===== src/sv/tws_pkg.sv =====
// shared types and constants for the three-wire serial transaction master
package tws_pkg;

   localparam int BYTE_W  = 8;
   localparam int HALF_W  = 16;
   localparam int SHIFT_W = 16;
   localparam int COUNT_W = 5;

   // reset value of the half-period register
   localparam logic [HALF_W-1:0] HALF_PERIOD_RESET = 16'd10;

   // bit counts that open the receive window and close the whole frame
   localparam logic [COUNT_W-1:0] BYTE_BITS  = 5'd8;
   localparam logic [COUNT_W-1:0] FRAME_BITS = 5'd16;

   // transaction opcodes
   localparam logic OP_WRITE = 1'b0;
   localparam logic OP_READ  = 1'b1;

   typedef enum logic [3:0] {
      PH_IDLE     = 4'd0,
      PH_CE_LOW   = 4'd1,
      PH_CLK_LOW  = 4'd2,
      PH_CE_HIGH  = 4'd3,
      PH_BIT_LOW  = 4'd4,
      PH_BIT_HIGH = 4'd5,
      PH_END_LOW  = 4'd6,
      PH_END_HIGH = 4'd7
   } phase_type;

   typedef struct packed {
      logic              start_req;
      logic              opcode;
      logic [BYTE_W-1:0] command_byte;
      logic [BYTE_W-1:0] write_data;
      logic              data_pin_in;
   } req_payload_type;

   typedef struct packed {
      logic              serial_clock;
      logic              data_pin_out;
      logic              data_pin_drive;
      logic              chip_enable;
      logic              busy_res;
      logic              done_res;
      logic [BYTE_W-1:0] read_data;
   } rsp_payload_type;

endpackage


===== src/sv/tws_channels.sv =====
// valid/ready channel interfaces for tick requests and pin-level results
interface tws_req_if;
   import tws_pkg::*;
   logic              valid;
   logic              ready;
   logic              start_req;
   logic              opcode;
   logic [BYTE_W-1:0] command_byte;
   logic [BYTE_W-1:0] write_data;
   logic              data_pin_in;

   modport source (output valid, output start_req, output opcode, output command_byte,
                   output write_data, output data_pin_in, input ready);
   modport sink (input valid, input start_req, input opcode, input command_byte,
                 input write_data, input data_pin_in, output ready);
endinterface

interface tws_rsp_if;
   import tws_pkg::*;
   logic              valid;
   logic              ready;
   logic              serial_clock;
   logic              data_pin_out;
   logic              data_pin_drive;
   logic              chip_enable;
   logic              busy_res;
   logic              done_res;
   logic [BYTE_W-1:0] read_data;

   modport source (output valid, output serial_clock, output data_pin_out,
                   output data_pin_drive, output chip_enable, output busy_res,
                   output done_res, output read_data, input ready);
   modport sink (input valid, input serial_clock, input data_pin_out,
                 input data_pin_drive, input chip_enable, input busy_res,
                 input done_res, input read_data, output ready);
endinterface


===== src/sv/tws_core.sv =====
// phase sequencer, tick timer and shift registers of the serial master
module tws_core (
   input  logic                          clock,
   input  logic                          reset,
   input  logic                          step_en,
   input  tws_pkg::req_payload_type      req_data,
   input  logic [tws_pkg::HALF_W-1:0]    half_period,
   output tws_pkg::rsp_payload_type      rsp_data
);
   import tws_pkg::*;

   phase_type           phase_ff, phase_in;
   logic [COUNT_W-1:0]  bit_count_ff, bit_count_in;
   logic [SHIFT_W-1:0]  tx_shift_ff, tx_shift_in;
   logic [BYTE_W-1:0]   rx_shift_ff, rx_shift_in;
   logic [HALF_W-1:0]   tick_ff, tick_in;
   logic                is_read_ff, is_read_in;
   logic                clock_ff, clock_in;
   logic                enable_ff, enable_in;
   logic                drive_ff, drive_in;

   logic [HALF_W-1:0]   hold;
   logic [HALF_W:0]     tick_next_wide;
   logic                tick_expire;
   logic [COUNT_W-1:0]  bit_count_inc;
   logic                done;

   // phase timer: a zero half period counts as one tick
   assign hold           = (half_period == '0) ? HALF_W'(1) : half_period;
   assign tick_next_wide = {1'b0, tick_ff} + (HALF_W + 1)'(1);
   assign tick_expire    = tick_next_wide >= {1'b0, hold};
   assign bit_count_inc  = bit_count_ff + COUNT_W'(1);

   // next phase
   always_comb begin
      phase_in = phase_ff;
      case (phase_ff)
         PH_IDLE: begin
            if (req_data.start_req) phase_in = PH_CE_LOW;
         end
         PH_CE_LOW: begin
            if (tick_expire) phase_in = PH_CLK_LOW;
         end
         PH_CLK_LOW: begin
            if (tick_expire) phase_in = PH_CE_HIGH;
         end
         PH_CE_HIGH: begin
            if (tick_expire) phase_in = PH_BIT_LOW;
         end
         PH_BIT_LOW: begin
            if (tick_expire) phase_in = PH_BIT_HIGH;
         end
         PH_BIT_HIGH: begin
            if (tick_expire) phase_in = (bit_count_inc >= FRAME_BITS) ? PH_END_LOW : PH_BIT_LOW;
         end
         PH_END_LOW: begin
            if (tick_expire) phase_in = PH_END_HIGH;
         end
         PH_END_HIGH: begin
            if (tick_expire) phase_in = PH_IDLE;
         end
         default: begin
            phase_in = PH_IDLE;
         end
      endcase
   end

   // counters, shift registers and pin levels
   always_comb begin
      bit_count_in = bit_count_ff;
      tx_shift_in  = tx_shift_ff;
      rx_shift_in  = rx_shift_ff;
      tick_in      = tick_ff;
      is_read_in   = is_read_ff;
      clock_in     = clock_ff;
      enable_in    = enable_ff;
      drive_in     = drive_ff;
      if (phase_ff == PH_IDLE) begin
         // latch a new transaction
         if (req_data.start_req) begin
            is_read_in   = req_data.opcode;
            tx_shift_in  = (req_data.opcode == OP_READ) ?
                           {BYTE_W'(0), req_data.command_byte} :
                           {req_data.write_data, req_data.command_byte};
            bit_count_in = '0;
            tick_in      = '0;
            enable_in    = 1'b0;
         end
      end else if (!tick_expire) begin
         tick_in = tick_next_wide[HALF_W-1:0];
      end else begin
         tick_in = '0;
         case (phase_ff)
            PH_CE_LOW: begin
               clock_in = 1'b0;
            end
            PH_CLK_LOW: begin
               enable_in = 1'b1;
            end
            PH_CE_HIGH: begin
               bit_count_in = '0;
               clock_in     = 1'b0;
               drive_in     = 1'b1;
            end
            PH_BIT_LOW: begin
               // sample the pin into the top bit before the rising edge
               if (is_read_ff && (bit_count_ff >= BYTE_BITS))
                  rx_shift_in = {req_data.data_pin_in, rx_shift_ff[BYTE_W-1:1]};
               clock_in = 1'b1;
            end
            PH_BIT_HIGH: begin
               tx_shift_in  = {1'b0, tx_shift_ff[SHIFT_W-1:1]};
               bit_count_in = bit_count_inc;
               clock_in     = 1'b0;
               if (bit_count_inc < FRAME_BITS)
                  drive_in = !(is_read_ff && (bit_count_inc >= BYTE_BITS));
            end
            PH_END_LOW: begin
               clock_in = 1'b1;
            end
            PH_END_HIGH: begin
               enable_in = 1'b0;
               drive_in  = 1'b1;
            end
            default: begin
               tick_in = tick_ff;
            end
         endcase
      end
   end

   // result fields show the state after this tick
   always_comb begin
      done                    = (phase_ff == PH_END_HIGH) && tick_expire;
      rsp_data.serial_clock   = clock_in;
      rsp_data.data_pin_out   = drive_in & tx_shift_in[0];
      rsp_data.data_pin_drive = drive_in;
      rsp_data.chip_enable    = enable_in;
      rsp_data.busy_res       = (phase_in != PH_IDLE);
      rsp_data.done_res       = done;
      rsp_data.read_data      = rx_shift_in;
   end

   // state registers advance once per tick
   always_ff @(posedge clock) begin
      if (reset) begin
         phase_ff     <= PH_IDLE;
         bit_count_ff <= '0;
         tx_shift_ff  <= '0;
         rx_shift_ff  <= '0;
         tick_ff      <= '0;
         is_read_ff   <= 1'b0;
         clock_ff     <= 1'b0;
         enable_ff    <= 1'b0;
         drive_ff     <= 1'b1;
      end else if (step_en) begin
         phase_ff     <= phase_in;
         bit_count_ff <= bit_count_in;
         tx_shift_ff  <= tx_shift_in;
         rx_shift_ff  <= rx_shift_in;
         tick_ff      <= tick_in;
         is_read_ff   <= is_read_in;
         clock_ff     <= clock_in;
         enable_ff    <= enable_in;
         drive_ff     <= drive_in;
      end
   end

   // the frame closes with chip enable low and the block idle
   a_end_to_idle: assert property (@(posedge clock) disable iff (reset)
      step_en && (phase_ff == PH_END_HIGH) && tick_expire
      |=> (phase_ff == PH_IDLE) && !enable_ff && drive_ff)
      else $error("frame end did not return to idle");

   // the line is released only inside a read transaction
   a_release_in_read: assert property (@(posedge clock) disable iff (reset)
      !drive_ff |-> is_read_ff && (phase_ff != PH_IDLE))
      else $error("data line released outside a read");

   // chip enable is only asserted while a transaction runs
   a_enable_busy: assert property (@(posedge clock) disable iff (reset)
      enable_ff |-> (phase_ff != PH_IDLE))
      else $error("chip enable high while idle");

   // no tick, no state change
   a_hold_without_tick: assert property (@(posedge clock) disable iff (reset)
      !step_en |=> $stable(phase_ff) && $stable(tick_ff) && $stable(bit_count_ff))
      else $error("state moved without a tick");

endmodule


===== src/sv/three_wire_serial_transaction_master.sv =====
// top level: request register, sequencer core and result register
//
//  channel  | direction | transfer
//  ---------+-----------+-------------------------------------------------
//  req_bus  | in        | one tick: start, opcode, command, data, pin level
//  rsp_bus  | out       | pin levels, busy, done, read byte after the tick
//  csr_*    | in        | half-period tick count, written when enable high
//
// A new request transfer is taken every cycle while the result is not stalled.
// A request transfer is held in the request register, and its result is captured
// and offered from the result register (request register, then result register).
// Reset is synchronous and clears all control state; half period returns to HALF_PERIOD_RESET.
// A stalled result holds the core and the request register; request ready
// then drops once the request register is full.
module three_wire_serial_transaction_master (
   input  logic                         clock,
   input  logic                         reset,
   tws_req_if.sink                      req_bus,
   tws_rsp_if.source                    rsp_bus,
   input  logic                         csr_write_enable,
   input  logic [tws_pkg::HALF_W-1:0]   csr_write_data
);
   import tws_pkg::*;

   logic              in_valid_ff, in_valid_in;
   req_payload_type   in_data_ff;
   req_payload_type   req_data;
   logic              out_valid_ff, out_valid_in;
   rsp_payload_type   out_data_ff;
   rsp_payload_type   core_rsp;
   logic [HALF_W-1:0] half_period_ff;
   logic              step_en;
   logic              req_take;

   // request payload from the channel
   always_comb begin
      req_data.start_req    = req_bus.start_req;
      req_data.opcode       = req_bus.opcode;
      req_data.command_byte = req_bus.command_byte;
      req_data.write_data   = req_bus.write_data;
      req_data.data_pin_in  = req_bus.data_pin_in;
   end

   // handshake control
   assign step_en       = in_valid_ff && (!out_valid_ff || rsp_bus.ready);
   assign req_bus.ready = !in_valid_ff || step_en;
   assign req_take      = req_bus.valid && req_bus.ready;
   assign in_valid_in   = req_take ? 1'b1 : (step_en ? 1'b0 : in_valid_ff);
   assign out_valid_in  = step_en ? 1'b1 : (rsp_bus.ready ? 1'b0 : out_valid_ff);

   // request register
   always_ff @(posedge clock) begin
      if (reset) begin
         in_valid_ff <= 1'b0;
      end else begin
         in_valid_ff <= in_valid_in;
      end
   end

   always_ff @(posedge clock) begin
      if (req_take) begin
         in_data_ff <= req_data;
      end
   end

   // configuration register
   always_ff @(posedge clock) begin
      if (reset) begin
         half_period_ff <= HALF_PERIOD_RESET;
      end else if (csr_write_enable) begin
         half_period_ff <= csr_write_data;
      end
   end

   tws_core u_core (
      .clock       (clock),
      .reset       (reset),
      .step_en     (step_en),
      .req_data    (in_data_ff),
      .half_period (half_period_ff),
      .rsp_data    (core_rsp)
   );

   // result register
   always_ff @(posedge clock) begin
      if (reset) begin
         out_valid_ff <= 1'b0;
      end else begin
         out_valid_ff <= out_valid_in;
      end
   end

   always_ff @(posedge clock) begin
      if (step_en) begin
         out_data_ff <= core_rsp;
      end
   end

   // result channel
   assign rsp_bus.valid          = out_valid_ff;
   assign rsp_bus.serial_clock   = out_data_ff.serial_clock;
   assign rsp_bus.data_pin_out   = out_data_ff.data_pin_out;
   assign rsp_bus.data_pin_drive = out_data_ff.data_pin_drive;
   assign rsp_bus.chip_enable    = out_data_ff.chip_enable;
   assign rsp_bus.busy_res       = out_data_ff.busy_res;
   assign rsp_bus.done_res       = out_data_ff.done_res;
   assign rsp_bus.read_data      = out_data_ff.read_data;

endmodule

===== src/flat_wrapper.sv =====
// flat-port wrapper written by rule: the top's interface ports become plain ports
module three_wire_serial_transaction_master_flat import tws_pkg::*;
  (clock, reset, csr_write_enable, csr_write_data, req_bus_valid, req_bus_start_req, req_bus_opcode, req_bus_command_byte, req_bus_write_data, req_bus_data_pin_in, req_bus_ready, rsp_bus_valid, rsp_bus_serial_clock, rsp_bus_data_pin_out, rsp_bus_data_pin_drive, rsp_bus_chip_enable, rsp_bus_busy_res, rsp_bus_done_res, rsp_bus_read_data, rsp_bus_ready);
  tws_req_if req_bus_i ();
  tws_rsp_if rsp_bus_i ();
  input  logic clock;
  input  logic reset;
  input  logic csr_write_enable;
  input  logic [tws_pkg::HALF_W-1:0] csr_write_data;
  input wire logic [$bits(req_bus_i.valid)-1:0] req_bus_valid;
  input wire logic [$bits(req_bus_i.start_req)-1:0] req_bus_start_req;
  input wire logic [$bits(req_bus_i.opcode)-1:0] req_bus_opcode;
  input wire logic [$bits(req_bus_i.command_byte)-1:0] req_bus_command_byte;
  input wire logic [$bits(req_bus_i.write_data)-1:0] req_bus_write_data;
  input wire logic [$bits(req_bus_i.data_pin_in)-1:0] req_bus_data_pin_in;
  output wire logic [$bits(req_bus_i.ready)-1:0] req_bus_ready;
  output wire logic [$bits(rsp_bus_i.valid)-1:0] rsp_bus_valid;
  output wire logic [$bits(rsp_bus_i.serial_clock)-1:0] rsp_bus_serial_clock;
  output wire logic [$bits(rsp_bus_i.data_pin_out)-1:0] rsp_bus_data_pin_out;
  output wire logic [$bits(rsp_bus_i.data_pin_drive)-1:0] rsp_bus_data_pin_drive;
  output wire logic [$bits(rsp_bus_i.chip_enable)-1:0] rsp_bus_chip_enable;
  output wire logic [$bits(rsp_bus_i.busy_res)-1:0] rsp_bus_busy_res;
  output wire logic [$bits(rsp_bus_i.done_res)-1:0] rsp_bus_done_res;
  output wire logic [$bits(rsp_bus_i.read_data)-1:0] rsp_bus_read_data;
  input wire logic [$bits(rsp_bus_i.ready)-1:0] rsp_bus_ready;
  assign req_bus_i.valid = req_bus_valid;
  assign req_bus_i.start_req = req_bus_start_req;
  assign req_bus_i.opcode = req_bus_opcode;
  assign req_bus_i.command_byte = req_bus_command_byte;
  assign req_bus_i.write_data = req_bus_write_data;
  assign req_bus_i.data_pin_in = req_bus_data_pin_in;
  assign req_bus_ready = req_bus_i.ready;
  assign rsp_bus_valid = rsp_bus_i.valid;
  assign rsp_bus_serial_clock = rsp_bus_i.serial_clock;
  assign rsp_bus_data_pin_out = rsp_bus_i.data_pin_out;
  assign rsp_bus_data_pin_drive = rsp_bus_i.data_pin_drive;
  assign rsp_bus_chip_enable = rsp_bus_i.chip_enable;
  assign rsp_bus_busy_res = rsp_bus_i.busy_res;
  assign rsp_bus_done_res = rsp_bus_i.done_res;
  assign rsp_bus_read_data = rsp_bus_i.read_data;
  assign rsp_bus_i.ready = rsp_bus_ready;
  three_wire_serial_transaction_master u_core (.clock(clock), .reset(reset), .req_bus(req_bus_i), .rsp_bus(rsp_bus_i), .csr_write_enable(csr_write_enable), .csr_write_data(csr_write_data));
endmodule

===== config.mk =====
export PLATFORM = sky130hd
export DESIGN_NAME = three_wire_serial_transaction_master_flat
export DESIGN_NICKNAME = d
export VERILOG_FILES = /design/src/sv/tws_pkg.sv /design/src/sv/tws_channels.sv /design/src/sv/tws_core.sv /design/src/sv/three_wire_serial_transaction_master.sv /design/src/flat_wrapper.sv
export SDC_FILE = /design/constraint.sdc
export NUM_CORES = 1
export LEC_CHECK = 0
export ABC_AREA = 1
export BUFFER_PORTS_ARGS = -buffer_cell sky130_fd_sc_hd__buf_2
export CAP_MARGIN = 20
export CORE_ASPECT_RATIO = 2
export CORE_MARGIN = 2
export CORE_UTILIZATION = 50
export CTS_CLUSTER_SIZE = 20
export DETAILED_ROUTE_END_ITERATION = 16
export PLACE_DENSITY = 0.74
export SETUP_SLACK_MARGIN = 0.3
export SLEW_MARGIN = 25
export SYNTH_ARGS = -nofsm -noshare
export SYNTH_HDL_FRONTEND = slang
export SYNTH_SLANG_ARGS = --single-unit
export TNS_END_PERCENT = 50

===== constraint.sdc =====
create_clock -name clock -period 3.4 [get_ports clock]
set_input_delay 0.34 -clock clock [delete_from_list [all_inputs] [get_ports clock]]
set_output_delay 0.34 -clock clock [all_outputs]
set_load 0.01 [all_outputs]

==> impl_metrics.py, run 1 <==
metrics = {
    "place": {
        "gp_congestion": 0.916,
        "dp_slack_ps": 77.6,
        "dp_cells": 869,
        "port-buffer-count": 55,
        "hpwl_um": 9110,
    },
    "drt": {
        "top_layer_used": "met4",
        "routed-wl-met2_um": 8350,
        "ant_nets": 0,
        "met1_length_um": 5230,
        "drtIter0Drc": 365,
        "dr_wl_met3_um": 635,
        "drc": 0,
        "routed-via-count": 5120,
        "wl_um": 15300,
        "firstDrtPassIters": 7,
        "wire_per_inst_um": 16.6,
        "avgViaCountPerCell": 5.56,
    },
    "grt": {
        "grt_usage_pct": 22.4,
        "grt_max_degree": 39,
        "antenna_found_initial": 0,
        "grt_pass1_wl_um": 20700,
        "grt_pass1_vias": 4576,
        "grt-ovfl-total": 0,
    },
    "final_layout": {
        "drive_gt1_share_pct": 28.8,
        "stdcell_count": 921,
        "final_net_count": 838,
        "area_growth_pct": 27.9,
        "register_area_um2": 2430,
        "multi_input_area_um2": 2890,
        "diodes": 0,
        "nFillCells": 856,
    },
    "synthesis": {
        "synthesis.nets": 752,
        "synth-seq-cells": 104,
        "syn_inst": 693,
        "yosysSeqAreaShare_pct": 44.9,
        "avgSynthCellArea_um2": 7.75,
        "yosysWarnings": 0,
        "synthDistinctLibCells": 43,
        "syn_area_um2": 5370,
    },
    "cts": {
        "clk_pin_slew_ps": 80,
        "clkLatencyLatePin_ps": 350,
        "cts_made_buffers": 9,
        "cts_tree": "done",
        "clock-root-buffer": "clkbuf_16",
        "cts_buffer_depth": 2,
        "cts_hold_buffers": 0,
        "clkSinkCount": 104,
        "htree_num_levels": 3,
    },
    "pwr": {
        "power_leakage_nw": 3.06,
        "cellPowerDensity_nw_per_um2": 468,
        "ir_worst_vdd_mv": 0.329,
    },
    "setup_path": {
        "worstSetupPathType": "reg -> reg",
        "rrSetupSlack_ps": 70,
        "cp-start-kind": "flop",
        "crit_required_ps": 3640,
        "worstPathArrival_ps": 3570,
        "r2r_start": "u_core.u_core.tick_ff[0]$_SDFFE_PP0P_",
        "worst_setup_path_end_kind": "flop",
        "r2r-end": "u_core.u_core.tick_ff[3]$_SDFFE_PP0P_",
        "r2r_cells": 22,
        "path_max_fanout": 8,
    },
    "sta": {
        "setup_ws_ps": 71.8,
        "clock.fmax_mhz": 300,
        "max_slew_margin_pct": 31.9,
        "timing.hold.ws_ps": 160,
        "period_minus_slack_ps": 3330,
        "slew_viol_final": 0,
        "skew_ps": 12.4,
        "tns_ps": 0,
        "tightest_slew_ps": 1020,
        "finalCritPeriodShare_pct": 97.9,
        "rsz0062_at_grt": "yes",
        "hold_viol": 0,
        "setup_viol": 0,
    },
    "floorplanning": {
        "ios": 56,
        "initial_core_util_pct": 51.2,
        "rows": 53,
        "die_y_um": 151,
        "die_area_um2": 11600,
        "die_w_um": 77.3,
        "coreArea_um2": 10500,
    },
    "worst_hold_path": {
        "min_path_cells": 1,
        "hold_end": "u_core.in_data_ff[14]$_DFFE_PP_",
        "hp-start": "req_bus_command_byte[5]",
        "min_path_type": "in -> reg",
    },
    "run_status": {
        "outcome": "completed",
    },
    "flow_run": {
        "drv_cap": 0,
    },
}
-- worst max-delay path, cell delays in order, from the launching register on --
cell       delay (ps)
dfxtp_2           360
buf_6             120
nand3_4            90
nor3_4            310
buf_6             160
nand2_2            60
xnor2_2           140
ha_1              310
nand2_2           100
inv_1              70
nand2_2           110
nor2_4             50
a21oi_2           140
nand2_1            70
nand2_1            80
nand2_2            70
nand2_4           160
nand2_8            90
a21oi_4           330
clkbuf_16         240
nand2_2            50
nand2_1            50
nor2_1             50
-- how the worst max path moves through the flow --
stage,from,end,slack [ps],cells past startpoint
5_1_grt,u_core.u_core.tick_ff[0]$_SDFFE_PP0P_,u_core.u_core.tick_ff[10]$_SDFFE_PP0P_,20,23
6_report,u_core.u_core.tick_ff[0]$_SDFFE_PP0P_,u_core.u_core.tick_ff[3]$_SDFFE_PP0P_,70,22
3_5_place_dp,u_core.u_core.tick_ff[0]$_SDFFE_PP0P_,u_core.rsp_bus.data_pin_out$_DFFE_PP_,80,22
4_1_cts,u_core.u_core.tick_ff[1]$_SDFFE_PP0P_,u_core.rsp_bus.busy_res$_DFFE_PP_,290,21
3_3_place_gp,u_core.u_core.tick_ff[0]$_SDFFE_PP0P_,u_core.rsp_bus.data_pin_out$_DFFE_PP_,180,22
2_1_floorplan,u_core.u_core.tick_ff[0]$_SDFFE_PP0P_,u_core.rsp_bus.busy_res$_DFFE_PP_,420,24
-- layer usage --
metal  up-vias  global-route usage [%]
met4         0                    17.8
met5         -                       0
met3        79                    3.48
met2       199                    40.7
li1       2433                       -
met1      2409                    22.3
-- per-stage QoR --
| stage | total power [mW] | util (%) | area, um^2 |
|---|---|---|---|
| floorplan | 1.82 | - | 5370 |
| detailed placement | 1.96 | 54.9 | 5760 |
| finish | 3.22 | 65.6 | 6870 |
| global route | 3.34 | 65.6 | 6870 |
| CTS | 3.03 | 59.7 | 6250 |
| global placement | 1.94 | 54.9 | 5760 |
-- cell usage in the layout, fill, tap and decap left out, drive strengths merged, types with 7 or more instances in the layout --
cell type / instances
nand3: 40
buf: 92
clkbuf: 12
edfxtp: 33
o21ai: 68
nand2: 165
a21oi: 52
dfxtp: 71
nor2: 93
xor2: 7
ha: 19
mux2: 9
inv: 86
-- Yosys cell counts --
cell type	n	area (um^2)
a211oi_1	1	7.51
a21oi_1	49	245
a21oi_2	1	8.76
a21oi_4	2	32.5
a22oi_1	1	7.51
a31o_2	1	8.76
a41o_1	1	10.0
and2_1	1	6.26
buf_1	1	3.75
buf_2	4	20.0
buf_4	4	30.0
buf_6	3	33.8
clkbuf_1	12	45.0
clkinv_1	2	7.51
dfxtp_1	71	1420
edfxtp_1	33	991
ha_1	19	238
inv_1	73	274
inv_2	7	26.3
inv_4	2	12.5
mux2_2	9	101
nand2_1	155	582
nand2_2	5	31.3
nand2_4	2	22.5
nand3_1	37	185
nand3_2	2	20.0
nand3_4	1	17.5
nand4_1	5	31.3
nor2_1	89	334
nor2_2	3	18.8
nor2_8	1	20.0
nor3_1	4	20.0
nor3_2	1	10.0
nor3_4	1	16.3
nor4_1	4	25.0
nor4_4	1	21.3
o21a_1	1	7.51
o21ai_0	38	190
o21ai_1	30	150
o22ai_1	2	12.5
o32ai_1	1	8.76
xnor2_1	6	52.6
xor2_1	7	61.3
-- where the power goes --
group          internal (mW)  switching [mW]
Combinational          0.325           0.460
Clock                  0.507           0.497
Sequential              1.37          0.0589
-- layout make-up --
class | count | area share (%)
Timing Repair inverter | 1 | 0.0911
Inverter | 84 | 4.92
Clock inverter | 7 | 0.783
Sequential cell | 104 | 35.4
Multi-Input combinational cell | 484 | 42.1
Tap cell | 137 | 2.50
Timing Repair Buffer | 95 | 10.9
Clock buffer | 9 | 3.28
-- state kept, by name (all words and copies together), names as in the netlist, 4 cells and up --
signal	flops
u_core.u_core.bit_count_ff	5
u_core.half_period_ff	16
u_core.u_core.rx_shift_ff	8
u_core.u_core.phase_ff	4
u_core.rsp_bus.read_data	8
u_core.in_data_ff	19
u_core.u_core.tick_ff	16
u_core.u_core.tx_shift_ff	16
-- cell families (layout without fill, tap and decap cells) --
group	count (synthesis)	after routing	synth area share, %
multiplexers	9	9	1.89
adder cells (fa/ha/maj)	19	19	4.43
flip-flops	104	104	44.9
XOR/XNOR	13	13	2.12
buffers and inverters	108	196	8.44
AND/OR/NAND/NOR	312	315	25.4
AO/OA/AOI/OAI	128	128	12.8
-- repair_timing --
item,in CTS,in global routing
buffers inserted,6,20
cloned,3,7
pin swaps,8,54
setup endpoints to repair,62,65
gates resized for setup,28,89
(Power assumes the default switching activity.)
==> inputs of run 2 (changes only) <==
SETUP_SLACK_MARGIN = 0.05   (was 0.3)
==> run 2 against run 1 <==
Against the previous run:
- flip-flop and latch count is the same
- worst hold slack better by 3.2 ps
- register-to-register slack better by 160 ps
- die area is the same
- clock power about the same
==> impl_metrics.py, run 2 (same netlist as run 1, synthesis figures left out) <==
metrics = {
    "run_status": {
        "outcome": "completed",
    },
    "pwr": {
        "combPwrFrac_pct": 19.7,
        "switching_power_mw": 0.907,
        "switching_share_pct": 30.2,
        "ir_worst_vdd_mv": 0.303,
        "p_int_mw": 2.10,
        "power_leakage_nw": 2.83,
        "pwr-share-seq_pct": 47.3,
        "cellPowerDensity_nw_per_um2": 479,
        "power_mw": 3.01,
        "pwr-share-clk_pct": 32.9,
    },
    "setup_path": {
        "cp_common_cell": "nand2_1",
        "cp_top_family": "simple AND/OR/NAND/NOR gates",
        "crit_buf_inv": 6,
        "cp_slowest_stage_delay_ps": 380,
        "r2r-end": "u_core.u_core.bit_count_ff[4]$_SDFFE_PP0P_",
        "r2r_start": "u_core.u_core.tick_ff[6]$_SDFFE_PP0P_",
        "rrSetupSlack_ps": 230,
        "worst_setup_path_end_kind": "flop",
        "crit_required_ps": 3670,
        "cp-start-kind": "flop",
        "worstPathArrival_ps": 3440,
        "path_max_fanout": 5,
        "r2r_cells": 24,
        "crit_start": "u_core.u_core.tick_ff[6]$_SDFFE_PP0P_",
        "cp.depth": 24,
        "crit_end": "u_core.u_core.bit_count_ff[4]$_SDFFE_PP0P_",
        "worstSetupPathType": "reg -> reg",
        "cp_slowest_cell": "dfxtp_2",
        "path_cells": "nand2_1 > nor2_2 > inv_1 > nor2_2 > nand2_1 > nor2_2 > xor2_1 > inv_1 > ha_1 > nand2_1 > inv_2 > nand2_1 > nor2_1 > a21oi_2 > nand2_1 > nand2_1 > nand2_1 > nand2_4 > buf_4 > nand3_4 > buf_4 > buf_4 > nand4_1 > a21oi_1",
    },
    "sta": {
        "clock.fmax_mhz": 316,
        "max_slew_margin_pct": 44.8,
        "skew_ps": 8.39,
        "finalCritPeriodShare_pct": 93.2,
        "setup_viol": 0,
        "tightest_slew_ps": 826,
        "rsz0062_at_grt": "yes",
        "hold_viol": 0,
        "period_minus_slack_ps": 3170,
        "slew_viol_final": 0,
    },
    "place": {
        "port-buffer-count": 55,
        "gp_congestion": 0.916,
        "dp_cells": 869,
        "hpwl_um": 9110,
    },
    "final_layout": {
        "largest_reg_flops": 19,
        "nFillCells": 966,
        "area_growth_pct": 16.9,
        "largest_register": "u_core.in_data_ff",
        "drive_gt1_share_pct": 18.9,
        "stdcell_count": 898,
        "diodes": 0,
        "final_net_count": 815,
        "final_cell_mix": "nand2_1 (155), nor2_1 (87), inv_1 (71)",
        "layout_commonest_cell": "nand2_1",
    },
    "drt": {
        "drtIter0Drc": 320,
        "avgViaCountPerCell": 5.31,
        "firstDrtPassIters": 5,
        "wire_per_inst_um": 14.7,
        "routed-via-count": 4770,
        "drc": 0,
        "ant_nets": 0,
        "wl_um": 13200,
    },
    "grt": {
        "grt_max_degree": 39,
        "antenna_found_initial": 0,
        "grt_pass1_wl_um": 20000,
        "grt_pass1_vias": 4414,
        "grt_usage_pct": 21.6,
        "grt-ovfl-total": 0,
    },
    "floorplanning": {
        "initial_core_util_pct": 51.2,
        "ios": 56,
        "die_y_um": 151,
        "die_area_um2": 11600,
        "coreArea_um2": 10500,
        "die_w_um": 77.3,
        "rows": 53,
    },
    "flow_run": {
        "drv_cap": 0,
    },
    "cts": {
        "htree_num_levels": 3,
        "cts_hold_buffers": 0,
        "clkSinkCount": 104,
        "cts_tree": "done",
        "clk_pin_slew_ps": 70,
        "clkLatencyLatePin_ps": 350,
        "cts_made_buffers": 9,
        "cts_buffer_depth": 2,
        "clock-root-buffer": "clkbuf_16",
    },
    "worst_hold_path": {
        "min_path_type": "in -> reg",
    },
}
-- run 2: changes by cell type in the layout (fill, tap and decap cells not counted), moves of 3 or more --
cell / delta
nand2_1: +29
nand2_2: -25
nand3_1: +16
nand3_2: -14
buf_4: -7
nand2_4: -7
buf_6: -6
buf_12: -4
nor2_4: -4
inv_4: -3
o21ai_2: -3
-- run 2: worst min path at each step --
stage,from,endpoint,slack [ps],depth (start not counted)
after floorplan,req_bus_data_pin_in,u_core.in_data_ff[0]$_DFFE_PP_,440,0
after global placement,u_core.in_data_ff[8]$_DFFE_PP_,u_core.u_core.tx_shift_ff[15]$_SDFFE_PP0P_,480,2
after detailed placement,u_core.half_period_ff[4]$_SDFFE_PP0P_,u_core.half_period_ff[4]$_SDFFE_PP0P_,480,2
after CTS,req_bus_write_data[7],u_core.in_data_ff[8]$_DFFE_PP_,150,1
after global routing,req_bus_command_byte[1],u_core.in_data_ff[10]$_DFFE_PP_,150,1
final,req_bus_write_data[7],u_core.in_data_ff[8]$_DFFE_PP_,160,1
-- run 2: per-stage QoR --
step	TNS, ps	utilization [%]	cell area [um^2]	hold slack [ps]	worst slack (ps)
global route	-23.4	59.9	6280	147	-12.7
detailed placement	0	54.9	5760	484	77.6
finish	0	59.9	6280	163	231
CTS	0	57.8	6060	150	45.5
global placement	0	54.9	5760	475	181
floorplan	0	-	5370	439	418
-- run 2: area by class of cell --
cell class              instances  area (um^2)  area share, %
well taps                     137          171           2.73
flip-flops and latches        104         2420           38.6
multi-input cells             481         2580           41.0
repair buffers                 76          499           7.95
clock inverters                 7         53.8          0.857
inverters                      84          328           5.22
clock buffers                   9          225           3.59
-- run 2: per-layer routing --
| metal | track usage (%) | vias to the layer above | part of all wire [%] |
|---|---|---|---|
| met3 | 3.66 | 46 | 3.6 |
| li1 | - | 2386 | - |
| met1 | 21.8 | 2194 | 36 |
| met4 | 16.1 | 0 | 6.2 |
| met5 | 0 | - | 0 |
| met2 | 39.2 | 144 | 54 |
-- run 2: power by group through the flow --
stage	clock [mW]	sequential [mW]	combinational, mW
global placement	0	1.44	0.497
detailed placement	0	1.45	0.513
global route	1.07	1.43	0.656
CTS	1.01	1.42	0.524
finish	0.990	1.42	0.594
floorplan	0	1.44	0.383
-- run 2: repair_timing --
action,4_1_cts,5_1_grt
cloned,0,3
buffers inserted,0,10
setup endpoints to repair,2,65
pin swaps,1,8
resized for setup,6,26
